===== config.mk =====
export PLATFORM = sky130hd
export DESIGN_NAME = wheel_encoder_odometry
export DESIGN_NICKNAME = d
export VERILOG_FILES = /design/src/rtl/core/weo_pkg.sv /design/src/rtl/core/wheel_encoder_odometry.sv /design/src/rtl/core/weo_ctrl.sv /design/src/rtl/core/weo_dp.sv
export SDC_FILE = /design/constraint.sdc
export NUM_CORES = 2
export LEC_CHECK = 0
export BUFFER_PORTS_ARGS = -buffer_cell sky130_fd_sc_hd__buf_2
export CAP_MARGIN = 10
export CORE_MARGIN = 2
export CORE_UTILIZATION = 58
export DETAILED_ROUTE_END_ITERATION = 10
export PLACE_DENSITY = 0.85
export SYNTH_ARGS = -nofsm -noshare
export SYNTH_HDL_FRONTEND = slang
export SYNTH_HIERARCHICAL = 1
export SYNTH_SLANG_ARGS = --single-unit

===== constraint.sdc =====
create_clock -name clk -period 9.6 [get_ports clk]
set_clock_uncertainty 0.15 [all_clocks]
set_input_delay 0.96 -clock clk [delete_from_list [all_inputs] [get_ports clk]]
set_output_delay 0.96 -clock clk [all_outputs]
set_load 0.005 [all_outputs]

===== src/rtl/core/weo_pkg.sv =====
// Shared types, constants and helpers for the wheel encoder odometry block.
package weo_pkg;

  // Configuration register indexes
  localparam int unsigned CFG_IDX_W = 1;
  localparam logic [CFG_IDX_W-1:0] CFG_METERS_PER_PULSE = 1'd0;
  localparam logic [CFG_IDX_W-1:0] CFG_DEGREES_PER_DIFF = 1'd1;

  // Velocity scale: 1 / (1e-6 s per us / 2 half-us per sum) = 2000000
  localparam logic [31:0] VEL_SCALE = 32'd2000000;

  // Rounding addends, half an LSB after the final shift
  localparam logic [63:0] RND_DISP = 64'h0000_0000_0001_0000;
  localparam logic [63:0] RND_ROT  = 64'h0000_0000_0000_0080;

  // Clip bounds for a signed 32-bit result, as magnitudes
  localparam logic [55:0] MAG_NEG_LIMIT = 56'h00_0000_8000_0000;
  localparam logic [55:0] MAG_POS_LIMIT = 56'h00_0000_7FFF_FFFF;
  localparam logic [55:0] MAG_OVERFLOW  = 56'h00_0001_0000_0000;

  // Which quantity the datapath works on
  typedef enum logic [1:0] {
    PH_DISP = 2'd0,
    PH_ROT  = 2'd1,
    PH_VEL  = 2'd2
  } phase_t;

  // Accumulator operations
  typedef enum logic [1:0] {
    ACC_HOLD   = 2'd0,
    ACC_LOAD   = 2'd1,
    ACC_ADD_HI = 2'd2,
    ACC_ROUND  = 2'd3
  } acc_op_t;

  // Controller to datapath commands
  typedef struct packed {
    logic    capture;
    logic    setup;
    phase_t  phase;
    logic    mul_hi;
    acc_op_t acc_op;
    logic    div_load;
    logic    div_step;
    logic    fin_en;
    logic    out_load;
  } weo_cmd_t;

  // Datapath to controller status
  typedef struct packed {
    logic skip_div;
    logic div_done;
  } weo_status_t;

  typedef struct packed {
    logic [31:0] value;
    logic        hit;
  } clip_t;

  // Turn a magnitude and sign into a saturated signed 32-bit value
  function automatic clip_t clip32(input logic [55:0] mag, input logic neg);
    clip_t res;
    res.hit   = 1'b0;
    res.value = mag[31:0];
    if (neg) begin
      if (mag > MAG_NEG_LIMIT) begin
        res.hit   = 1'b1;
        res.value = 32'h8000_0000;
      end else begin
        res.value = (~mag[31:0]) + 32'd1;
      end
    end else if (mag > MAG_POS_LIMIT) begin
      res.hit   = 1'b1;
      res.value = 32'h7FFF_FFFF;
    end
    return res;
  endfunction

endpackage


===== src/rtl/core/wheel_encoder_odometry.sv =====
// Top level of the differential-drive wheel encoder odometry block.
//
//  channel  direction  handshake             payload
//  in       to block   in_valid / in_stall   pulse totals, timestamps
//  out      from block out_valid / out_stall displacement, rotation, velocity, flags
//  cfg      to block   cfg_valid / cfg_ready register index, write data
//
//  An item passes from its input beat to its result through the 32-step restoring
//  divider and the shared 33x16 multiplier, used twice for each of three products;
//  the divider is skipped when the elapsed time is zero or the velocity quotient
//  would not fit in 32 bits.
//  One item is in work at a time; the next is taken while a result waits in the
//  output register. rst_n is synchronous: it clears configuration, history and control.
//  A stalled result holds the output register; the sequencer then waits before
//  loading the next one.
module wheel_encoder_odometry (
  input  logic                          clk,
  input  logic                          rst_n,
  input  logic                          in_valid,
  output logic                          in_stall,
  input  logic signed [31:0]            in_left_pulse_total,
  input  logic signed [31:0]            in_right_pulse_total,
  input  logic [31:0]                   in_left_time_us,
  input  logic [31:0]                   in_right_time_us,
  output logic                          out_valid,
  input  logic                          out_stall,
  output logic signed [31:0]            out_displacement_q16,
  output logic signed [31:0]            out_rotation_q16,
  output logic signed [31:0]            out_velocity_q16,
  output logic                          out_velocity_valid,
  output logic                          out_saturated,
  input  logic                          cfg_valid,
  output logic                          cfg_ready,
  input  logic [weo_pkg::CFG_IDX_W-1:0] cfg_index,
  input  logic [31:0]                   cfg_data
);

  weo_pkg::weo_cmd_t    cmd;
  weo_pkg::weo_status_t status;
  logic [31:0]          disp, rot, vel;
  logic                 cfg_we;

  // Accept configuration writes at any time
  assign cfg_ready = 1'b1;
  assign cfg_we    = cfg_valid && cfg_ready;

  assign out_displacement_q16 = $signed(disp);
  assign out_rotation_q16     = $signed(rot);
  assign out_velocity_q16     = $signed(vel);

  weo_ctrl u_ctrl (
    .clk       (clk),
    .rst_n     (rst_n),
    .in_valid  (in_valid),
    .in_stall  (in_stall),
    .out_valid (out_valid),
    .out_stall (out_stall),
    .status    (status),
    .cmd       (cmd)
  );

  weo_dp u_dp (
    .clk           (clk),
    .rst_n         (rst_n),
    .cmd           (cmd),
    .status        (status),
    .cfg_we        (cfg_we),
    .cfg_index     (cfg_index),
    .cfg_data      (cfg_data),
    .in_left       ($unsigned(in_left_pulse_total)),
    .in_right      ($unsigned(in_right_pulse_total)),
    .in_left_time  (in_left_time_us),
    .in_right_time (in_right_time_us),
    .out_disp      (disp),
    .out_rot       (rot),
    .out_vel       (vel),
    .out_vel_valid (out_velocity_valid),
    .out_sat       (out_saturated)
  );

endmodule


===== src/rtl/core/weo_ctrl.sv =====
// Sequencer for the wheel encoder odometry block: handshakes and step order.
module weo_ctrl (
  input  logic                 clk,
  input  logic                 rst_n,
  input  logic                 in_valid,
  output logic                 in_stall,
  output logic                 out_valid,
  input  logic                 out_stall,
  input  weo_pkg::weo_status_t status,
  output weo_pkg::weo_cmd_t    cmd
);

  typedef enum logic [19:0] {
    ST_IDLE  = 20'h00001,
    ST_SETUP = 20'h00002,
    ST_D_LO  = 20'h00004,
    ST_D_HI  = 20'h00008,
    ST_D_ACC = 20'h00010,
    ST_D_RND = 20'h00020,
    ST_D_FIN = 20'h00040,
    ST_R_LO  = 20'h00080,
    ST_R_HI  = 20'h00100,
    ST_R_ACC = 20'h00200,
    ST_R_RND = 20'h00400,
    ST_R_FIN = 20'h00800,
    ST_V_LO  = 20'h01000,
    ST_V_HI  = 20'h02000,
    ST_V_ACC = 20'h04000,
    ST_V_RND = 20'h08000,
    ST_V_CHK = 20'h10000,
    ST_V_DIV = 20'h20000,
    ST_V_FIN = 20'h40000,
    ST_PUSH  = 20'h80000
  } state_t;

  state_t state_r, state_nxt;
  logic   out_valid_r, out_valid_nxt;
  logic   slot_free;

  assign slot_free = !out_valid_r || !out_stall;
  assign in_stall  = (state_r != ST_IDLE);
  assign out_valid = out_valid_r;

  // Next state and commands
  always_comb begin
    state_nxt    = state_r;
    cmd          = '0;
    cmd.phase    = weo_pkg::PH_DISP;
    cmd.acc_op   = weo_pkg::ACC_HOLD;
    case (state_r)
      ST_IDLE: begin
        if (in_valid) begin
          cmd.capture = 1'b1;
          state_nxt   = ST_SETUP;
        end
      end
      ST_SETUP: begin
        cmd.setup = 1'b1;
        state_nxt = ST_D_LO;
      end
      // displacement: low half product, high half, merge, round, clip
      ST_D_LO: begin
        state_nxt = ST_D_HI;
      end
      ST_D_HI: begin
        cmd.mul_hi = 1'b1;
        cmd.acc_op = weo_pkg::ACC_LOAD;
        state_nxt  = ST_D_ACC;
      end
      ST_D_ACC: begin
        cmd.acc_op = weo_pkg::ACC_ADD_HI;
        state_nxt  = ST_D_RND;
      end
      ST_D_RND: begin
        cmd.acc_op = weo_pkg::ACC_ROUND;
        state_nxt  = ST_D_FIN;
      end
      ST_D_FIN: begin
        cmd.fin_en = 1'b1;
        state_nxt  = ST_R_LO;
      end
      // rotation
      ST_R_LO: begin
        cmd.phase = weo_pkg::PH_ROT;
        state_nxt = ST_R_HI;
      end
      ST_R_HI: begin
        cmd.phase  = weo_pkg::PH_ROT;
        cmd.mul_hi = 1'b1;
        cmd.acc_op = weo_pkg::ACC_LOAD;
        state_nxt  = ST_R_ACC;
      end
      ST_R_ACC: begin
        cmd.phase  = weo_pkg::PH_ROT;
        cmd.acc_op = weo_pkg::ACC_ADD_HI;
        state_nxt  = ST_R_RND;
      end
      ST_R_RND: begin
        cmd.phase  = weo_pkg::PH_ROT;
        cmd.acc_op = weo_pkg::ACC_ROUND;
        state_nxt  = ST_R_FIN;
      end
      ST_R_FIN: begin
        cmd.phase  = weo_pkg::PH_ROT;
        cmd.fin_en = 1'b1;
        state_nxt  = ST_V_LO;
      end
      // velocity: scale displacement, add half divisor, divide
      ST_V_LO: begin
        cmd.phase = weo_pkg::PH_VEL;
        state_nxt = ST_V_HI;
      end
      ST_V_HI: begin
        cmd.phase  = weo_pkg::PH_VEL;
        cmd.mul_hi = 1'b1;
        cmd.acc_op = weo_pkg::ACC_LOAD;
        state_nxt  = ST_V_ACC;
      end
      ST_V_ACC: begin
        cmd.phase  = weo_pkg::PH_VEL;
        cmd.acc_op = weo_pkg::ACC_ADD_HI;
        state_nxt  = ST_V_RND;
      end
      ST_V_RND: begin
        cmd.phase  = weo_pkg::PH_VEL;
        cmd.acc_op = weo_pkg::ACC_ROUND;
        state_nxt  = ST_V_CHK;
      end
      ST_V_CHK: begin
        cmd.phase    = weo_pkg::PH_VEL;
        cmd.div_load = 1'b1;
        state_nxt    = status.skip_div ? ST_V_FIN : ST_V_DIV;
      end
      ST_V_DIV: begin
        cmd.phase    = weo_pkg::PH_VEL;
        cmd.div_step = 1'b1;
        if (status.div_done) begin
          state_nxt = ST_V_FIN;
        end
      end
      ST_V_FIN: begin
        cmd.phase  = weo_pkg::PH_VEL;
        cmd.fin_en = 1'b1;
        state_nxt  = ST_PUSH;
      end
      // hand the result to the output register once it is free
      ST_PUSH: begin
        if (slot_free) begin
          cmd.out_load = 1'b1;
          state_nxt    = ST_IDLE;
        end
      end
      default: begin
        state_nxt = ST_IDLE;
      end
    endcase
  end

  // Hold the output beat until taken
  always_comb begin
    out_valid_nxt = out_valid_r && out_stall;
    if (cmd.out_load) begin
      out_valid_nxt = 1'b1;
    end
  end

  always_ff @(posedge clk) begin
    if (!rst_n) begin
      state_r     <= ST_IDLE;
      out_valid_r <= 1'b0;
    end else begin
      state_r     <= state_nxt;
      out_valid_r <= out_valid_nxt;
    end
  end

endmodule


===== src/rtl/core/weo_dp.sv =====
// Datapath of the wheel encoder odometry block: history, multiplier, divider, results.
module weo_dp (
  input  logic                          clk,
  input  logic                          rst_n,
  input  weo_pkg::weo_cmd_t             cmd,
  output weo_pkg::weo_status_t          status,
  input  logic                          cfg_we,
  input  logic [weo_pkg::CFG_IDX_W-1:0] cfg_index,
  input  logic [31:0]                   cfg_data,
  input  logic [31:0]                   in_left,
  input  logic [31:0]                   in_right,
  input  logic [31:0]                   in_left_time,
  input  logic [31:0]                   in_right_time,
  output logic [31:0]                   out_disp,
  output logic [31:0]                   out_rot,
  output logic [31:0]                   out_vel,
  output logic                          out_vel_valid,
  output logic                          out_sat
);

  // configuration and history
  logic [31:0] mpp_r, dppd_r;
  logic [31:0] prev_left_r, prev_right_r;
  logic [32:0] prev_sum_r;

  // per-item working registers
  logic [31:0] dl_r, dr_r;
  logic [32:0] h_r;
  logic [32:0] dsum_mag_r, ddif_mag_r;
  logic        dsum_neg_r, ddif_neg_r;
  logic [48:0] prod_r;
  logic [63:0] acc_r, acc_nxt;
  logic [32:0] rem_r;
  logic [31:0] q_r;
  logic [4:0]  div_cnt_r;
  logic        ovf_r;
  logic [31:0] disp_r, disp_mag_r, rot_r, vel_r;
  logic        vel_valid_r, sat_r;

  // combinational helpers
  logic [32:0] tsum;
  logic [32:0] dsum, ddif;
  logic [32:0] mul_a;
  logic [15:0] mul_b;
  logic [63:0] rnd_add;
  logic        h_zero;
  logic        ovf_c;
  logic [33:0] trial;
  logic [55:0] fin_mag;
  logic        fin_neg;
  weo_pkg::clip_t fin_clip;

  assign tsum   = {1'b0, in_left_time} + {1'b0, in_right_time};
  assign dsum   = {dl_r[31], dl_r} + {dr_r[31], dr_r};
  assign ddif   = {dr_r[31], dr_r} - {dl_r[31], dl_r};
  assign h_zero = (h_r == '0);
  assign ovf_c  = ({1'b0, acc_r[63:32]} >= h_r);
  assign trial  = {rem_r, q_r[31]} - {1'b0, h_r};

  assign status.skip_div = h_zero || ovf_c;
  assign status.div_done = (div_cnt_r == '1);

  // Select multiplier operands
  always_comb begin
    case (cmd.phase)
      weo_pkg::PH_DISP: begin
        mul_a = dsum_mag_r;
        mul_b = cmd.mul_hi ? mpp_r[31:16] : mpp_r[15:0];
      end
      weo_pkg::PH_ROT: begin
        mul_a = ddif_mag_r;
        mul_b = cmd.mul_hi ? dppd_r[31:16] : dppd_r[15:0];
      end
      weo_pkg::PH_VEL: begin
        mul_a = {1'b0, disp_mag_r};
        mul_b = cmd.mul_hi ? weo_pkg::VEL_SCALE[31:16] : weo_pkg::VEL_SCALE[15:0];
      end
      default: begin
        mul_a = '0;
        mul_b = '0;
      end
    endcase
  end

  // Select rounding addend
  always_comb begin
    case (cmd.phase)
      weo_pkg::PH_DISP: rnd_add = weo_pkg::RND_DISP;
      weo_pkg::PH_ROT:  rnd_add = weo_pkg::RND_ROT;
      weo_pkg::PH_VEL:  rnd_add = {32'd0, h_r[32:1]};
      default:          rnd_add = '0;
    endcase
  end

  // Accumulate the two partial products, then add the rounding term
  always_comb begin
    case (cmd.acc_op)
      weo_pkg::ACC_HOLD:   acc_nxt = acc_r;
      weo_pkg::ACC_LOAD:   acc_nxt = {15'd0, prod_r};
      weo_pkg::ACC_ADD_HI: acc_nxt = acc_r + {prod_r[47:0], 16'd0};
      weo_pkg::ACC_ROUND:  acc_nxt = acc_r + rnd_add;
      default:             acc_nxt = acc_r;
    endcase
  end

  // Pick the magnitude to saturate
  always_comb begin
    case (cmd.phase)
      weo_pkg::PH_DISP: begin
        fin_mag = {9'd0, acc_r[63:17]};
        fin_neg = dsum_neg_r;
      end
      weo_pkg::PH_ROT: begin
        fin_mag = acc_r[63:8];
        fin_neg = ddif_neg_r;
      end
      weo_pkg::PH_VEL: begin
        if (h_zero) begin
          fin_mag = '0;
          fin_neg = 1'b0;
        end else if (ovf_r) begin
          fin_mag = weo_pkg::MAG_OVERFLOW;
          fin_neg = dsum_neg_r;
        end else begin
          fin_mag = {24'd0, q_r};
          fin_neg = dsum_neg_r;
        end
      end
      default: begin
        fin_mag = '0;
        fin_neg = 1'b0;
      end
    endcase
    fin_clip = weo_pkg::clip32(fin_mag, fin_neg);
  end

  // Configuration and encoder history
  always_ff @(posedge clk) begin
    if (!rst_n) begin
      mpp_r        <= '0;
      dppd_r       <= '0;
      prev_left_r  <= '0;
      prev_right_r <= '0;
      prev_sum_r   <= '0;
    end else begin
      if (cfg_we) begin
        case (cfg_index)
          weo_pkg::CFG_METERS_PER_PULSE: mpp_r  <= cfg_data;
          weo_pkg::CFG_DEGREES_PER_DIFF: dppd_r <= cfg_data;
          default: ;
        endcase
      end
      if (cmd.capture) begin
        prev_left_r  <= in_left;
        prev_right_r <= in_right;
        prev_sum_r   <= tsum;
      end
    end
  end

  // Working registers
  always_ff @(posedge clk) begin
    // take increments and elapsed time on the input beat
    if (cmd.capture) begin
      dl_r  <= in_left - prev_left_r;
      dr_r  <= in_right - prev_right_r;
      h_r   <= tsum - prev_sum_r;
      sat_r <= 1'b0;
    end
    // split sum and difference into magnitude and sign
    if (cmd.setup) begin
      dsum_neg_r <= dsum[32];
      dsum_mag_r <= dsum[32] ? (~dsum + 33'd1) : dsum;
      ddif_neg_r <= ddif[32];
      ddif_mag_r <= ddif[32] ? (~ddif + 33'd1) : ddif;
    end
    prod_r <= mul_a * mul_b;
    acc_r  <= acc_nxt;
    // restoring divider, one quotient bit a cycle
    if (cmd.div_load) begin
      rem_r     <= {1'b0, acc_r[63:32]};
      q_r       <= acc_r[31:0];
      ovf_r     <= ovf_c;
      div_cnt_r <= '0;
    end else if (cmd.div_step) begin
      if (!trial[33]) begin
        rem_r <= trial[32:0];
        q_r   <= {q_r[30:0], 1'b1};
      end else begin
        rem_r <= {rem_r[31:0], q_r[31]};
        q_r   <= {q_r[30:0], 1'b0};
      end
      div_cnt_r <= div_cnt_r + 5'd1;
    end
    // store saturated results
    if (cmd.fin_en) begin
      if (fin_clip.hit) begin
        sat_r <= 1'b1;
      end
      case (cmd.phase)
        weo_pkg::PH_DISP: begin
          disp_r     <= fin_clip.value;
          disp_mag_r <= fin_clip.hit ? (dsum_neg_r ? 32'h8000_0000 : 32'h7FFF_FFFF)
                                     : fin_mag[31:0];
        end
        weo_pkg::PH_ROT: rot_r <= fin_clip.value;
        weo_pkg::PH_VEL: begin
          vel_r       <= fin_clip.value;
          vel_valid_r <= !h_zero;
        end
        default: ;
      endcase
    end
    // output register
    if (cmd.out_load) begin
      out_disp      <= disp_r;
      out_rot       <= rot_r;
      out_vel       <= vel_r;
      out_vel_valid <= vel_valid_r;
      out_sat       <= sat_r;
    end
  end

endmodule

==> flow_summary_export.csv <==
group,metric,value,unit
sta,finalCritPeriodShare,96.3,%
final_layout,layout_commonest_cell,"inv_1",
clock_tree,cts_buffers,83,
routing,wl_met3,19600,um
sta,setup_tns,0,ns
grt,grt_first_pass_wirelength,298000,um
run_status,status,"complete, no violations",
final_layout,final_cell_mix,"inv_1, nand2_1, nor2_1",
clock_tree,tritoncts,"built",
floorplan,dieWidth,337,um
setup_path,critPathTopFamily,"adder cells",
clock_tree,cts_buffer_depth,3,
setup_path,crit_top_cell,"fa_1",
floorplan,start_util,58.2,%
setup_path,critical_path_buf_inv_count,8,
placement,dpl_worst_slack,0.251,ns
grt,grt_pass1_vias,50797,
routing,dr_wl_met2,87800,um
yosys,async_reset_ff_share,0,%
routing,vias_per_cell,6.08,
yosys,synth_xor_area_share,5.51,%
grt,grt_antenna_before_repair,18,
yosys,ys_seq_area_share,31.8,%
sta,finalHoldViolCount,0,
clock_tree,cts_max_level,3,
floorplan,core,0.110,sq mm
setup_path,cpPeakStageDelay,0.56,ns
yosys,synth_adder_area_share,22.7,%
sta,worstMarginPinSlew,1.23,ns
yosys,synth_area,0.0642,sq mm
yosys,yosys.area_share.simple,14.8,%
clock_tree,insertion_delay,0.67,ns
sta,setup_slack,0.358,ns
routing,vias,52751,
placement,port_buffers,265,
yosys,synth_top_family_by_area,"adder cells",
yosys,synth-edff-count,520,
placement,dp_hpwl,155000,um
routing,wl_met1,79600,um
routing,drc,0,
yosys,synth_mux_area_share,4.05,%
final_layout,finalNetCount,8192,
grt,grt_overflow,0,
worst_hold_path,hp-class,"register to register",
routing,first_pass_iters,6,
sta,slew_viol_final,0,
yosys,yosysUniqueCellTypes,110,
flow_run,cap_violations,0,
clock_tree,ctsHoldBuffers,0,
yosys,ys_ff_latch,758,
grt,grt_max_degree,143,
routing,detail-route-antenna-nets,0,
yosys,synth_compound_area_share,15.0,%
clock_tree,clkSinkCount,758,
routing,highest_layer,"met5",
floorplan,die_height,337,um
setup_path,timing.critical_path.from_type,"register",
floorplan,pin_count,267,
sta,max_freq,0.108,GHz
sta,holdWs,0.262,ns
final_layout,drive_gt1_share,10.4,%
floorplan,fp.dieArea,0.113,sq mm
yosys,synthCells,6854,
sta,fin_crit,9.24,ns
yosys,syn_avg_cell_area,9.36,sq um
sta,setup_violations,0,
setup_path,path_class,"register to register",
setup_path,critPathMaxFanout,23,
yosys,syn-num-nets,7921,
power_and_ir_drop,power.density,198,mW/mm^2
routing,wl_per_cell,22.7,um
clock_tree,root_buffer,"clkbuf_16",
setup_path,required,10.01,ns
setup_path,end_kind,"register",
power_and_ir_drop,vdd_drop_max,0.252,mV
sta,slew_headroom,18.1,%
setup_path,cp_data_arrival_time,9.66,ns
routing,drt_wl_total,197000,um
yosys,synthFlopType,"edfxtp_1",
yosys,synth_warnings,6,
routing,drt_iter0_drc,5325,
clock_tree,cts.clk_slew.worst_paths,0.06,ns
power_and_ir_drop,p_leak,29.8,nW
setup_path,critPathSlowestCell,"fa_1",
floorplan,num_rows,122,
placement,gp_congestion,1.03,
grt,groute.usage.overall,34.3,%
final_layout,syn2layout_area_growth,10.4,%
==> synth_stat cells, types with 31 or more instances <==
cell | number | area (sq um)
nor3_1 | 108 | 541
nor2b_1 | 144 | 901
a21boi_0 | 78 | 586
o31ai_1 | 31 | 233
a211oi_1 | 51 | 383
o21a_1 | 65 | 488
inv_1 | 756 | 2840
nand4_1 | 64 | 400
a21o_1 | 186 | 1400
o21bai_1 | 50 | 375
fa_1 | 441 | 8830
xor2_1 | 128 | 1120
xnor2_1 | 276 | 2420
clkbuf_1 | 233 | 875
o21ai_0 | 249 | 1250
nand3_1 | 99 | 495
mux2_2 | 41 | 462
nor2_1 | 554 | 2080
and3_1 | 54 | 338
nand2b_1 | 49 | 307
and2_1 | 53 | 332
mux2i_1 | 200 | 2000
ha_1 | 460 | 5760
edfxtp_1 | 520 | 15600
a31oi_1 | 87 | 544
a21oi_1 | 430 | 2150
nand2_1 | 723 | 2710
dfxtp_1 | 238 | 4760
==> worst reg2reg max path, delay by kind of cell (launching register included) <==
kind	cells	cell delay, ns
compound gates	10	2.11
xor+xnor	1	0.13
fa+ha+maj	7	3.47
buf+inv	8	1.41
flops	1	0.36
mux	1	0.19
simple gates	5	1.33
==> metal layers <==
| layer | up-vias | track usage (%) |
|---|---|---|
| met5 | - | 0 |
| li1 | 24160 | - |
| met1 | 25438 | 46.3 |
| met4 | 26 | 14.4 |
| met2 | 2672 | 53.9 |
| met3 | 455 | 7.14 |
==> power breakdown <==
| group | switching (mW) | internal [mW] | total (mW) | leakage, nW |
|---|---|---|---|---|
| combinational | 3.96 | 2.54 | 6.50 | 21.9 |
| sequential | 0.318 | 4.00 | 4.32 | 6.66 |
| clock | 1.37 | 1.83 | 3.20 | 1.32 |
| total | 5.65 | 8.37 | 14.0 | 29.8 |
==> timing repair <==
action                                  CTS  global route
endpoints found under the setup margin    0            17
resized for setup                         0            22
buffers inserted                          0             3
==> registers in the layout, indices dropped and copies added (netlist names), 20 cells and up <==
name               count
u_dp/acc_r            64
u_dp/prod_r           49
u_dp/dsum_mag_r       33
u_dp/h_r              33
u_dp/prev_sum_r       33
u_dp/rem_r            33
u_dp/ddif_mag_r       32
u_dp/disp_mag_r       32
u_dp/disp_r           32
u_dp/dl_r             32
u_dp/dppd_r           32
u_dp/dr_r             32
u_dp/mpp_r            32
u_dp/out_disp         32
u_dp/out_rot          32
u_dp/out_vel          32
u_dp/prev_left_r      32
u_dp/prev_right_r     32
u_dp/q_r              32
u_dp/rot_r            32
u_dp/vel_r            32
u_ctrl/state_r        20
==> cells by family (layout without fill, tap and decap cells) <==
logic type      count (synthesis)  count (layout)
compound gates               1484            1484
xor+xnor                      404             404
fa+ha+maj                     901             901
buf+inv                      1038            1375
flops                         758             758
mux                           247             247
other cells                     1               3
simple gates                 2021            2021
==> metrics by stage <==
step / area [sq um] / utilization [%] / power, mW / std cells
3_5_place_dp: 68000 / 61.7 / 10.7 / 8523
3_3_place_gp: 68000 / 61.7 / 10.6 / 8523
4_1_cts: 70700 / 64.2 / 13.9 / 8674
2_1_floorplan: 64200 / - / 8.80 / 6854
6_report: 70900 / 64.3 / 14.0 / 8681
5_1_grt: 70900 / 64.3 / 14.8 / 8679
==> final cells by class <==
cell class              instances  area [sq um]
fillers                      9039         39300
well taps                    1488          1860
flip-flops and latches        758         20400
repair buffers                463          2990
multi-input cells            5058         40000
diodes                          2          5.00
clock buffers                 111          2360
inverters                     761          2860
clock inverters                40           397
==> path summary, 6_finish.rpt <==
| check | start | endpoint | slack [ns] | depth (start not counted) |
|---|---|---|---|---|
| worst min-delay path | u_dp/rot_r[4]$_DFFE_PP_ | u_dp/out_rot[4]$_DFFE_PP_ | 0.26 | 0 |
| worst max register to register | u_ctrl/state_r[10]$_SDFFE_PN0P_ | u_dp/prod_r[46]$_DFF_P_ | 0.36 | 32 |
| worst min register to register | u_dp/rot_r[4]$_DFFE_PP_ | u_dp/out_rot[4]$_DFFE_PP_ | 0.26 | 0 |
| worst max-delay path | u_ctrl/state_r[10]$_SDFFE_PN0P_ | u_dp/prod_r[46]$_DFF_P_ | 0.36 | 32 |
Note: power is estimated with default switching activity, not from simulation.
